<file path="src/rtl/core/pf_pkg.sv">
// ----------------------------------------------------------------------------
// Playfair cipher package
// Shared types, key square reset value, and index helpers for the cipher.
// ----------------------------------------------------------------------------
package pf_pkg;

  localparam int SQ_SIZE   = 5;
  localparam int LETTER_W  = 5;
  localparam int IDX_W     = 3;
  localparam int ROW_W     = SQ_SIZE * LETTER_W;
  localparam int DATA_W    = 16;
  localparam int CFG_IDX_W = 3;

  typedef logic [LETTER_W-1:0] letter_t;
  typedef logic [IDX_W-1:0] idx_t;
  typedef letter_t [SQ_SIZE-1:0] row_t;
  typedef row_t [SQ_SIZE-1:0] square_t;

  typedef struct packed {
    logic found;
    idx_t row;
    idx_t col;
  } pos_t;

  localparam logic MODE_ENCODE = 1'b0;
  localparam logic MODE_DECODE = 1'b1;

  localparam logic [CFG_IDX_W-1:0] CFG_SQUARE_ROW_0 = 3'd0;
  localparam logic [CFG_IDX_W-1:0] CFG_SQUARE_ROW_1 = 3'd1;
  localparam logic [CFG_IDX_W-1:0] CFG_SQUARE_ROW_2 = 3'd2;
  localparam logic [CFG_IDX_W-1:0] CFG_SQUARE_ROW_3 = 3'd3;
  localparam logic [CFG_IDX_W-1:0] CFG_SQUARE_ROW_4 = 3'd4;

  localparam idx_t IDX_FIRST = 3'd0;
  localparam idx_t IDX_LAST  = 3'(SQ_SIZE - 1);

  localparam square_t SQUARE_RESET = {
    25'd26957459, 25'd19413418, 25'd7539777, 25'd13341224, 25'd6029679
  };

  // Moves one place forward when encoding and one place back when decoding,
  // wrapping around the row or column.
  function automatic idx_t step_idx(input idx_t idx, input logic mode);
    idx_t result;
    if (mode == MODE_DECODE) begin
      result = (idx == IDX_FIRST) ? IDX_LAST : idx - 3'd1;
    end else begin
      result = (idx == IDX_LAST) ? IDX_FIRST : idx + 3'd1;
    end
    return result;
  endfunction

endpackage

</file>
<file path="src/rtl/core/pf_keysq.sv">
// ----------------------------------------------------------------------------
// Playfair key square registers
// Holds the five row registers and takes writes from the configuration port.
// ----------------------------------------------------------------------------
module pf_keysq (
  input  logic                          clk,
  input  logic                          rst,
  input  logic                          wr_en,
  input  logic [pf_pkg::CFG_IDX_W-1:0]  wr_index,
  input  logic [pf_pkg::ROW_W-1:0]      wr_data,
  output pf_pkg::square_t               square
);
  import pf_pkg::*;

  square_t rows;

  always_ff @(posedge clk) begin
    if (rst) begin
      rows <= SQUARE_RESET;
    end else if (wr_en) begin
      case (wr_index)
        CFG_SQUARE_ROW_0: rows[0] <= wr_data;
        CFG_SQUARE_ROW_1: rows[1] <= wr_data;
        CFG_SQUARE_ROW_2: rows[2] <= wr_data;
        CFG_SQUARE_ROW_3: rows[3] <= wr_data;
        CFG_SQUARE_ROW_4: rows[4] <= wr_data;
        default: ;
      endcase
    end
  end

  assign square = rows;

endmodule

</file>
<file path="src/rtl/core/pf_locate.sv">
// ----------------------------------------------------------------------------
// Playfair letter locator
// Compares a letter against all cells and returns the first match in raster
// order.
// ----------------------------------------------------------------------------
module pf_locate (
  input  pf_pkg::square_t square,
  input  pf_pkg::letter_t letter,
  output pf_pkg::pos_t    pos
);
  import pf_pkg::*;

  always_comb begin
    pos = '0;
    // Scanning backward lets the earliest raster match win.
    for (int r = SQ_SIZE - 1; r >= 0; r--) begin
      for (int c = SQ_SIZE - 1; c >= 0; c--) begin
        if (square[r][c] == letter) begin
          pos.found = 1'b1;
          pos.row   = IDX_W'(r);
          pos.col   = IDX_W'(c);
        end
      end
    end
  end

endmodule

</file>
<file path="src/rtl/core/pf_subst.sv">
// ----------------------------------------------------------------------------
// Playfair pair substitution
// Locates both letters and applies the row, column, or rectangle rule.
// ----------------------------------------------------------------------------
module pf_subst (
  input  pf_pkg::square_t square,
  input  logic            mode,
  input  pf_pkg::letter_t first_letter,
  input  pf_pkg::letter_t second_letter,
  output pf_pkg::letter_t first_out,
  output pf_pkg::letter_t second_out,
  output logic            letter_missing
);
  import pf_pkg::*;

  pos_t pos_a;
  pos_t pos_b;
  idx_t row_a;
  idx_t col_a;
  idx_t row_b;
  idx_t col_b;

  pf_locate u_locate_a (
    .square (square),
    .letter (first_letter),
    .pos    (pos_a)
  );

  pf_locate u_locate_b (
    .square (square),
    .letter (second_letter),
    .pos    (pos_b)
  );

  always_comb begin
    row_a = pos_a.row;
    col_a = pos_b.col;
    row_b = pos_b.row;
    col_b = pos_a.col;
    if (pos_a.row == pos_b.row) begin
      col_a = step_idx(pos_a.col, mode);
      col_b = step_idx(pos_b.col, mode);
    end else if (pos_a.col == pos_b.col) begin
      row_a = step_idx(pos_a.row, mode);
      row_b = step_idx(pos_b.row, mode);
      col_a = pos_a.col;
      col_b = pos_b.col;
    end
  end

  assign letter_missing = !(pos_a.found && pos_b.found);
  assign first_out      = letter_missing ? '0 : square[row_a][col_a];
  assign second_out     = letter_missing ? '0 : square[row_b][col_b];

endmodule

</file>
<file path="src/rtl/core/playfair_digraph_cipher.sv">
// ----------------------------------------------------------------------------
// Playfair digraph cipher
// Encodes or decodes one letter pair per transfer over a configurable 5x5
// key square.
// ----------------------------------------------------------------------------
// An accepted pair is held in the input register, then its result in the result register.
// Throughput: one pair per cycle; the input register and the result register
// form a two-stage pipeline that advances whenever the result register is
// empty or its result is taken.
// Reset: clears both pipeline stages and loads the SQUARE_RESET key square.
// ----------------------------------------------------------------------------
module playfair_digraph_cipher (
  input  logic                          clk,
  input  logic                          rst,
  input  logic                          s_axis_tvalid,
  output logic                          s_axis_tready,
  // [4:0] first_letter, [9:5] second_letter, [15:10] zero
  input  logic [pf_pkg::DATA_W-1:0]     s_axis_tdata,
  // [0] mode
  input  logic                          s_axis_tuser,
  input  logic                          s_axis_tlast,
  output logic                          m_axis_tvalid,
  input  logic                          m_axis_tready,
  // [4:0] first_out, [9:5] second_out, [15:10] zero
  output logic [pf_pkg::DATA_W-1:0]     m_axis_tdata,
  // [0] letter_missing
  output logic                          m_axis_tuser,
  output logic                          m_axis_tlast,
  input  logic                          cfg_valid,
  output logic                          cfg_ready,
  input  logic [pf_pkg::CFG_IDX_W-1:0]  cfg_index,
  input  logic [pf_pkg::ROW_W-1:0]      cfg_data
);
  import pf_pkg::*;

  square_t square;
  logic    advance_out;

  logic    stage_valid;
  logic    stage_mode;
  logic    stage_last;
  letter_t stage_first;
  letter_t stage_second;

  letter_t calc_first;
  letter_t calc_second;
  logic    calc_missing;

  logic    out_valid;
  letter_t out_first;
  letter_t out_second;
  logic    out_missing;
  logic    out_last;

  assign cfg_ready = 1'b1;

  pf_keysq u_keysq (
    .clk      (clk),
    .rst      (rst),
    .wr_en    (cfg_valid && cfg_ready),
    .wr_index (cfg_index),
    .wr_data  (cfg_data),
    .square   (square)
  );

  pf_subst u_subst (
    .square         (square),
    .mode           (stage_mode),
    .first_letter   (stage_first),
    .second_letter  (stage_second),
    .first_out      (calc_first),
    .second_out     (calc_second),
    .letter_missing (calc_missing)
  );

  assign advance_out   = !out_valid || m_axis_tready;
  assign s_axis_tready = !stage_valid || advance_out;

  always_ff @(posedge clk) begin
    if (rst) begin
      stage_valid <= 1'b0;
      out_valid   <= 1'b0;
    end else begin
      if (s_axis_tready) begin
        stage_valid <= s_axis_tvalid;
      end
      if (advance_out) begin
        out_valid <= stage_valid;
      end
    end
  end

  always_ff @(posedge clk) begin
    if (s_axis_tvalid && s_axis_tready) begin
      stage_mode   <= s_axis_tuser;
      stage_last   <= s_axis_tlast;
      stage_first  <= s_axis_tdata[LETTER_W-1:0];
      stage_second <= s_axis_tdata[2*LETTER_W-1:LETTER_W];
    end
    if (advance_out && stage_valid) begin
      out_first   <= calc_first;
      out_second  <= calc_second;
      out_missing <= calc_missing;
      out_last    <= stage_last;
    end
  end

  assign m_axis_tvalid = out_valid;
  assign m_axis_tdata  = {(DATA_W - 2*LETTER_W)'(0), out_second, out_first};
  assign m_axis_tuser  = out_missing;
  assign m_axis_tlast  = out_last;

  a_stall_blocks_input: assert property (@(posedge clk) disable iff (rst)
    stage_valid && m_axis_tvalid && !m_axis_tready |-> !s_axis_tready)
    else $error("input taken while both stages are full and stalled");

  a_missing_zero: assert property (@(posedge clk) disable iff (rst)
    m_axis_tvalid && m_axis_tuser |-> m_axis_tdata[2*LETTER_W-1:0] == '0)
    else $error("missing letter result carries nonzero letters");

  a_input_enters_stage: assert property (@(posedge clk) disable iff (rst)
    s_axis_tvalid && s_axis_tready |=> stage_valid)
    else $error("accepted pair did not enter the input stage");

  a_stage_moves_out: assert property (@(posedge clk) disable iff (rst)
    stage_valid && advance_out |=> m_axis_tvalid)
    else $error("staged pair did not reach the result register");

endmodule

</file>
<file path="config.mk">
export PLATFORM = sky130hd
export DESIGN_NAME = playfair_digraph_cipher
export DESIGN_NICKNAME = d
export VERILOG_FILES = /design/src/rtl/core/pf_pkg.sv /design/src/rtl/core/pf_keysq.sv /design/src/rtl/core/pf_locate.sv /design/src/rtl/core/pf_subst.sv /design/src/rtl/core/playfair_digraph_cipher.sv
export SDC_FILE = /design/constraint.sdc
export NUM_CORES = 1
export LEC_CHECK = 0
export BUFFER_PORTS_ARGS = -buffer_cell sky130_fd_sc_hd__buf_4
export CAP_MARGIN = 25
export CORE_MARGIN = 4
export CORE_UTILIZATION = 35
export DETAILED_ROUTE_END_ITERATION = 8
export GPL_TIMING_DRIVEN = 0
export PLACE_DENSITY = 0.55
export SLEW_MARGIN = 20
export SYNTH_ARGS = -nofsm -noshare
export SYNTH_HDL_FRONTEND = slang
export SYNTH_SLANG_ARGS = --single-unit
</file>
<file path="constraint.sdc">
create_clock -name clk -period 4.9 [get_ports clk]
set_input_delay 0.98 -clock clk [delete_from_list [all_inputs] [get_ports clk]]
set_output_delay 0.98 -clock clk [all_outputs]
set_load 0.01 [all_outputs]
</file>
==> flow_summary.yaml, run 1 <==
logic_synthesis:
  synthesis.area_um2: 12960
  ys_types: 106
  synth_top_area_share: 0.1962
  syn_inst: 1574
  synth-edff-count: 24
  synth.area.top_cells: "dfxtp_1, nand2_1, xor2_1, xnor2_1, edfxtp_1"
  ys_ff_latch: 151
  ys.flop_type: "dfxtp_1"
  syn_avg_cell_area_um2: 8.231
  synth_area_leader_cell: "dfxtp_1"
  ys.warnings.count: 0
  ys_async_sr_fraction: 0
  yosysSeqAreaShare: 0.2519
routing:
  drtIter0Drc: 1432
  num_vias: 13150
  routedWlPerCell_um: 28.55
  drc: 0
  wl_um: 62640
  ant_nets: 0
  first_pass_iters: 6
  vias_per_cell: 5.995
floorplanning:
  initial_utilization: 0.3547
  dieArea_um2: 40160
  core_area_um2: 36520
  die-height_um: 200.4
  die_width_um: 200.4
  core.rowCount: 70
  ios: 72
cells_and_area:
  final_cell_mix: "nand2_1, xor2_1, buf_4"
  area_growth_pct: 22.25
  final_common_cell: "nand2_1"
  utilization: 0.4337
  final_cells: 2194
  final_nets: 1776
  drive_above_1_share: 0.2325
  fin_area_um2: 15840
power_and_ir_drop:
  ir_drop_mv: 0.2279
  powerDensity_nw_per_um2: 379.3
  p_leak_uw: 0.006160
  power_uw: 6008
timing:
  setup_viol: 0
  fin_skew_ps: 14.60
  period_share: 0.9952
  tightest_slew_ps: 1091
  finalMaxSlewViolations: 0
  whs_ps: 427.3
  grt_setup_unrepaired: "yes"
  finalHoldViolCount: 0
  relSlewSlack: 0.2728
  fin_crit_ps: 4876
  max_freq_mhz: 205.1
cts:
  hold_buffers: 0
  clk_path_buf_depth: 2
  path_clk_slew_ps: 80
  clockRootBuffer: "clkbuf_16"
  clock_sinks: 151
  clock_latency_ps: 450
  cts_buffers: 17
  cts_tree: "done"
  h-tree-depth: 4
critical_path:
  end_kind: "flop"
  startpoint_type: "flop"
  setup.worst_path.class: "flop to flop"
  crit_required_ps: 5080
  arrival_ps: 5060
  cp_max_fo: 10
placed_design:
  gp_congestion: 1.018
  place_area_um2: 14010
  port-buffer-count: 57
  dp_cells: 2106
  dpl.hpwl_um: 48070
job:
  drv_cap: 0
global_routing:
  grt_pass1_vias: 12320
  grt_pass1_wl_um: 87220
  grt_overflow: 0
  antenna_found_initial: 1
  grt_usage: 0.2954
  grt_max_degree: 17
worst_hold_path:
  min_path_type: "flop to flop"
run_status:
  status: "complete, no violations"
## worst max-delay path: stages (launching register included)
cell and delay (ps):
edfxtp_1 390, buf_6 160, buf_12 160, buf_12 150, xor2_2 160, nor3_4 350
or2_1 230, a41oi_1 100, o41ai_2 550, o211ai_1 260, and2_1 280, nor3_4 170
buf_6 180, mux2i_4 360, mux4_2 610, a32o_1 240, a21oi_2 130, o32ai_1 110
## layout make-up
class | instances | area [um^2]
fill | 3633 | 20680
multi-input combinational | 1300 | 9545
sequential | 151 | 3278
timing repair buffer | 115 | 875.8
buffer | 102 | 849.6
tap | 468 | 585.6
clock buffer | 17 | 425.4
clock inverter | 14 | 178.9
inverter | 26 | 97.59
antenna | 1 | 2.502
## registers in the layout (all words and copies together), names as in the netlist, 5 cells and up
register,count
u_keysq.square,125
out_first,5
out_second,5
stage_first,5
stage_second,5
## logic make-up after synthesis
group | Yosys count | synth area share
mux | 94 | 0.08643
compound gates | 257 | 0.1408
xor+xnor | 254 | 0.1763
fa+ha+maj | 12 | 0.01159
other cells | 2 | 0.0005796
simple gates | 674 | 0.2657
flops | 151 | 0.2519
buf+inv | 130 | 0.06673
## worst paths after layout
path | end | cells past startpoint | slack (ps) | from
min | m_axis_tlast | 0 | 430 | stage_last
max | out_first[4] | 17 | 20 | stage_second[2]
min reg2reg | m_axis_tlast | 0 | 430 | stage_last
max reg2reg | out_first[4] | 17 | 20 | stage_second[2]
## where the power goes
group	switching (uW)	internal [uW]	total (uW)	leakage (uW)
logic	1860	1330	3190	0.00459
clock network	615	774	1390	0.000300
registers	102	1320	1430	0.00127
total	2570	3430	6010	0.00616
## through the flow
stage,setup WS (ps),TNS [ps]
3_5_place_dp,-902.3,-7452
5_1_grt,-94.62,-583.8
6_report,23.59,0
2_1_floorplan,527.2,0
3_3_place_gp,-1211,-8772
4_1_cts,-6.321,-6.321
## cell usage after synthesis, types with 18 or more instances
cell type and number:
a21oi_1 95, and3_1 18, buf_6 21, clkbuf_1 49, dfxtp_1 127, edfxtp_1 24
inv_1 26, mux2i_1 64, nand2_1 336, nand3_1 71, nand3b_1 56, nor2_1 52
nor3_1 46, o21ai_0 24, xnor2_1 113, xor2_1 133
## timing repair
| action | 4_1_cts | 5_1_grt |
|---|---|---|
| gates resized for setup | 80 | 102 |
| pin swaps | 10 | 42 |
| cloned | 1 | 1 |
| buffers inserted | 17 | 39 |
| setup endpoints to repair | 10 | 10 |
## per-layer routing
layer	global-route usage	vias to the layer above	wire length, um
li1	-	5808	-
met1	0.3804	6464	25050
met2	0.4726	700	28110
met3	0.05520	182	5432
met4	0.1539	0	4047
met5	0	-	0
(Power assumes the default switching activity.)
==> run 2, diff against run 1 <==
--- a/config.mk
+++ b/config.mk
@@ -7,12 +7,15 @@
 export LEC_CHECK = 0
 export BUFFER_PORTS_ARGS = -buffer_cell sky130_fd_sc_hd__buf_4
 export CAP_MARGIN = 25
+export CORE_ASPECT_RATIO = 0.6
 export CORE_MARGIN = 4
 export CORE_UTILIZATION = 35
 export DETAILED_ROUTE_END_ITERATION = 8
 export GPL_TIMING_DRIVEN = 0
+export HOLD_SLACK_MARGIN = 0.08
 export PLACE_DENSITY = 0.55
 export SLEW_MARGIN = 20
 export SYNTH_ARGS = -nofsm -noshare
 export SYNTH_HDL_FRONTEND = slang
+export SYNTH_HIERARCHICAL = 1
 export SYNTH_SLANG_ARGS = --single-unit
==> run 2 against run 1 <==
Largest power group unchanged. Count of clock-buffer cells in the layout is 2 higher. Combinational power up 15%. Power increased by 6.5%. Hold slack better by 0.73 ps. Sequential power hardly changed. The run now ends with negative setup slack left.
==> flow_summary.yaml, run 2 <==
timing:
  period_share: 1.028
  worst_slack_ps: -136.1
  grt_setup_unrepaired: "yes"
  setup_viol: 6
  fin_crit_ps: 5036
  fin_skew_ps: 12.13
  max_freq_mhz: 198.6
  finalMaxSlewViolations: 0
  tightest_slew_ps: 1105
  finalHoldViolCount: 0
  relSlewSlack: 0.2634
routing:
  drtIter0Drc: 1909
  first_pass_iters: 6
  num_vias: 12950
  wl_um: 67000
  ant_nets: 0
  routedWlPerCell_um: 32.24
  drc: 0
  vias_per_cell: 6.231
logic_synthesis:
  synth_compound_gate_area_share: 0.1184
  synth_top_area_share: 0.1985
  synthAdderAreaFrac: 0.01172
  synth_top_family_by_area: "simple AND/OR/NAND/NOR gates"
  ys_types: 96
  synth_area_leader_cell: "dfxtp_1"
  ys.flop_type: "dfxtp_1"
  ys_async_sr_fraction: 0
  syn_inst: 1442
  synth.most_common_cell: "mux2i_1"
  synth-edff-count: 24
  yosys.area_share.simple: 0.2036
  yosysSeqAreaShare: 0.2548
  synthesis.area_um2: 12810
  syn_avg_cell_area_um2: 8.881
  synthMuxAreaShare: 0.1724
  synth.area.top_cells: "dfxtp_1, mux2i_1, xnor2_1, xor2_1, edfxtp_1"
  synthXorXnorAreaFrac: 0.1778
  ys.warnings.count: 6
  ys_ff_latch: 151
  synth_common_cells: "mux2i_1, nor2_1, xnor2_1, dfxtp_1, xor2_1"
floorplanning:
  dieArea_um2: 39810
  initial_utilization: 0.3603
  core_area_um2: 35540
  die-height_um: 156.2
  ios: 72
  core.rowCount: 53
  die_width_um: 254.9
worst_hold_path:
  min_path_type: "flop to flop"
  hold-path-cell-count: 0
critical_path:
  setup.worst_path.class: "flop to flop"
  crit_required_ps: 5070
  reg2regPathDepth: 20
  startpoint_type: "flop"
  cp_max_fo: 10
  end_kind: "flop"
  arrival_ps: 5210
run_status:
  violations: "negative setup slack"
  status: "finished with violations"
job:
  drv_cap: 0
cells_and_area:
  final_cell_mix: "mux2i_1, buf_4, nor2_1"
  drive_above_1_share: 0.2882
  area_growth_pct: 28.40
  largest_reg_flops: 125
  utilization: 0.4626
  final_common_cell: "mux2i_1"
  final_cells: 2078
  final_nets: 1660
global_routing:
  antenna_found_initial: 0
  grt_pass1_vias: 11800
  grt_pass1_wl_um: 90690
  grt_usage: 0.3247
  grt_overflow: 0
  grt_max_degree: 17
power_and_ir_drop:
  power_uw: 6396
  powerDensity_nw_per_um2: 388.9
  ir_drop_mv: 0.2785
  p_leak_uw: 0.006615
cts:
  h-tree-depth: 4
  clockRootBuffer: "clkbuf_16"
  clock_latency_ps: 450
  cts_tree: "done"
  path_clk_slew_ps: 70
  cts_buffers: 17
  clk_path_buf_depth: 2
  clock_sinks: 151
placed_design:
  gp_congestion: 1.097
  dp_cells: 1973
  dp_slack_ps: -1472
  dpl.hpwl_um: 50850
  port-buffer-count: 58
## run 2: what timing repair did
action,CTS,global route
hold buffers,0,0
buffers inserted,25,48
pin swaps,29,59
endpoints found under the hold margin,0,0
endpoints found under the setup margin,10,10
gates resized for setup,158,128
## run 2: power by group
part / internal, uW / switching, uW
registers: 1320 / 77.1
logic: 1480 / 2180
clock network: 759 / 573
total: 3560 / 2830
## run 2: final timing paths
path | startpoint | to | slack [ps]
max reg2reg | stage_second[1] | out_first[2] | -140
min | stage_last | m_axis_tlast | 430
min reg2reg | stage_last | m_axis_tlast | 430
max | stage_second[1] | out_first[2] | -140
## run 2: critical path, cell delays in order (launching register included)
cell and delay [ps]:
edfxtp_1 410, buf_8 180, buf_8 180, xnor2_1 170, nand3_1 140, nor3_4 430, a21oi_1 160, nand4_1 290
nor2b_4 70, and2b_2 260, xnor2_4 140, and3_4 180, buf_8 130, buf_12 150, buf_8 140, o211ai_1 120
o21ai_1 290, nor2_1 410, o21ai_0 330, o2111ai_1 420, o22ai_2 140
## run 2: final cells by class
class	instances	area, um^2
Timing Repair Buffer	132	1121
Fill cell	3482	19100
Clock inverter	13	128.9
Inverter	20	75.07
Buffer	103	933.4
Tap cell	467	584.3
Multi-Input combinational cell	1172	9888
Sequential cell	151	3267
Antenna cell	1	2.502
Clock buffer	19	442.9
## run 2: cell families after synthesis
kind of cell | count (synthesis)
AND/OR/NAND/NOR | 491
adder cells (fa/ha/maj) | 12
buffers and inverters | 124
flip-flops | 151
XOR/XNOR | 260
other | 2
multiplexers | 191
AO/OA/AOI/OAI | 211
## run 2: stage by stage
| step | area (um^2) | TNS (ps) | hold WS, ps |
|---|---|---|---|
| 3_5_place_dp | 13870 | -13050 | 417.4 |
| 2_1_floorplan | 12820 | 0 | 400.3 |
| 6_report | 16440 | -278.4 | 428.1 |
| 4_1_cts | 15400 | 0 | 433.3 |
| 5_1_grt | 16440 | -338.7 | 450.2 |
| 3_3_place_gp | 13840 | -13470 | 406.2 |
## run 2: routing by layer
metal	global-route usage	vias to the layer above	routed length, um
li1	-	5415	-
met1	0.4878	6437	29410
met2	0.4305	956	25320
met3	0.1140	141	10160
met4	0.09395	0	2114
met5	0	-	0
==> run 3, diff against run 2 <==
==> constraint.sdc (replaced) <==
create_clock -name clk -period 6.4 [get_ports clk]
set_input_delay 1.28 -clock clk [delete_from_list [all_inputs] [get_ports clk]]
set_output_delay 1.28 -clock clk [all_outputs]
set_load 0.01 [all_outputs]
==> run 3 against run 2 <==
The run still ends with negative setup slack left. Flip-flop and latch count unchanged. Hold slack about the same. Critical path type unchanged. Register-to-register slack about the same. Critical path depth down 3.
==> flow_summary.yaml, run 3 (same netlist as run 2, synthesis figures left out) <==
power_and_ir_drop:
  p_sw_uw: 1911
  pwr-share-clk: 0.238
  combPwrFrac: 0.512
  ir_drop_mv: 0.1999
  p_seq_frac: 0.250
  p_leak_uw: 0.005902
  powerDensity_nw_per_um2: 294.6
  intPower_uw: 2357
  sw_frac_of_total: 0.4478
global_routing:
  grt_max_degree: 17
  antenna_found_initial: 2
  grt_usage: 0.3197
  grt_pass1_vias: 11450
  grt_pass1_wl_um: 89220
  grt_overflow: 0
timing:
  fin_crit_ps: 6538
  period_share: 1.022
  setup_viol: 2
  fin_skew_ps: 12.09
  finalHoldViolCount: 0
  worst_slack_ps: -138.3
  tightest_slew_ps: 1197
  finalMaxSlewViolations: 0
  grt_setup_unrepaired: "no"
  relSlewSlack: 0.1960
  max_freq_mhz: 152.9
cts:
  hold_buffers: 0
  clock_latency_ps: 450
  clk_path_buf_depth: 2
  clock_sinks: 151
  cts_tree: "done"
  clockRootBuffer: "clkbuf_16"
  h-tree-depth: 4
  cts_buffers: 17
  path_clk_slew_ps: 70
cells_and_area:
  largest_reg_flops: 125
  drive_above_1_share: 0.1650
  final_cell_mix: "mux2i_1, nor2_1, xnor2_1"
  final_common_cell: "mux2i_1"
  area_growth_pct: 13.14
  utilization: 0.4076
  final_nets: 1589
  diodes: 0
floorplanning:
  core_area_um2: 35540
  die-height_um: 156.2
  core.rowCount: 53
  die_width_um: 254.9
  dieArea_um2: 39810
  initial_utilization: 0.3603
  ios: 72
routing:
  drtIter0Drc: 1955
  drc: 0
  vias_per_cell: 6.172
  first_pass_iters: 5
  num_vias: 12380
  routedWlPerCell_um: 32.31
  ant_nets: 0
  wl_um: 64810
critical_path:
  cp_max_fo: 10
  setup.worst_path.class: "flop to flop"
  end_kind: "flop"
  startpoint_type: "flop"
  arrival_ps: 6660
  reg2regPathDepth: 17
  crit_required_ps: 6530
placed_design:
  port-buffer-count: 58
  dpl.hpwl_um: 50850
  gp_congestion: 1.097
  dp_slack_ps: 28.19
worst_hold_path:
  hold-path-cell-count: 0
  min_path_type: "flop to flop"
run_status:
  violations: "negative setup slack"
  status: "finished with violations"
job:
  drv_cap: 0
[run 3: changes by cell type in the layout (fill, tap and decap cells not counted), moves of 8 or more]
cell and change:
buf_12 -13, buf_2 +18, buf_4 -48, buf_6 -13
buf_8 -13, nand3_1 +16, nand3_2 -14, nor3_1 +28
nor3_4 -23, xnor2_1 +8, xor2_1 +15, xor2_2 -15
[run 3: path summary, 6_finish.rpt]
check / from / endpoint / slack [ps]
min: stage_last / m_axis_tlast / 430
max: stage_second[4] / out_second[3] / -140
max reg2reg: stage_second[4] / out_second[3] / -140
min reg2reg: stage_last / m_axis_tlast / 430
[run 3: power by group through the flow]
stage	logic [uW]	clock network, uW	registers [uW]
floorplan	1370	0	1060
global placement	2060	0	1080
detailed placement	2050	0	1080
CTS	2050	1030	1060
global route	2240	1070	1070
finish	2190	1020	1070
[run 3: timing repair]
item                       in CTS  in global routing
resized for setup               0                 10
setup endpoints to repair       0                 10
buffers inserted                0                  0
[run 3: stage by stage]
stage / setup TNS [ps] / total power, uW / instance area (um^2) / hold slack [ps] / instances
4_1_cts: 0 / 4151 / 14440 / 433.3 / 2005
3_5_place_dp: 0 / 3130 / 13870 / 417.4 / 1973
2_1_floorplan: 0 / 2428 / 12820 / 400.3 / 1447
3_3_place_gp: -154.8 / 3146 / 13840 / 406.2 / 1972
6_report: -273.8 / 4268 / 14490 / 428.5 / 2006
5_1_grt: 0 / 4373 / 14490 / 449.8 / 2006
[run 3: cell type report]
cell class / instances / area [um^2]
fillers: 3630 / 21060
multi-input cells: 1172 / 8843
flip-flops and latches: 151 / 3263
plain buffers: 104 / 700.7
well taps: 467 / 584.3
repair buffers: 60 / 450.4
clock buffers: 19 / 442.9
clock inverters: 13 / 128.9
inverters: 20 / 75.07
[run 3: metal layers]
metal | wire length, um | up-vias | part of all wire | GRT usage
li1 | - | 5279 | - | -
met1 | 28940 | 6097 | 0.45 | 0.4746
met2 | 23820 | 864 | 0.37 | 0.4153
met3 | 9908 | 139 | 0.15 | 0.1276
met4 | 2127 | 2 | 0.033 | 0.09966
met5 | 12 | - | 0.00019 | 0
[run 3: worst max-delay path: stages (launching register included)]
cell	delay (ps)
edfxtp_1	340
buf_4	240
buf_2	480
xnor2_1	170
nand3_1	140
o31ai_2	710
and3b_1	290
o31ai_1	90
a21oi_1	560
xnor2_1	230
and3_1	270
buf_2	250
o2111ai_1	240
nand2_1	390
buf_2	380
a311oi_1	130
o311ai_0	980
a211oi_1	280
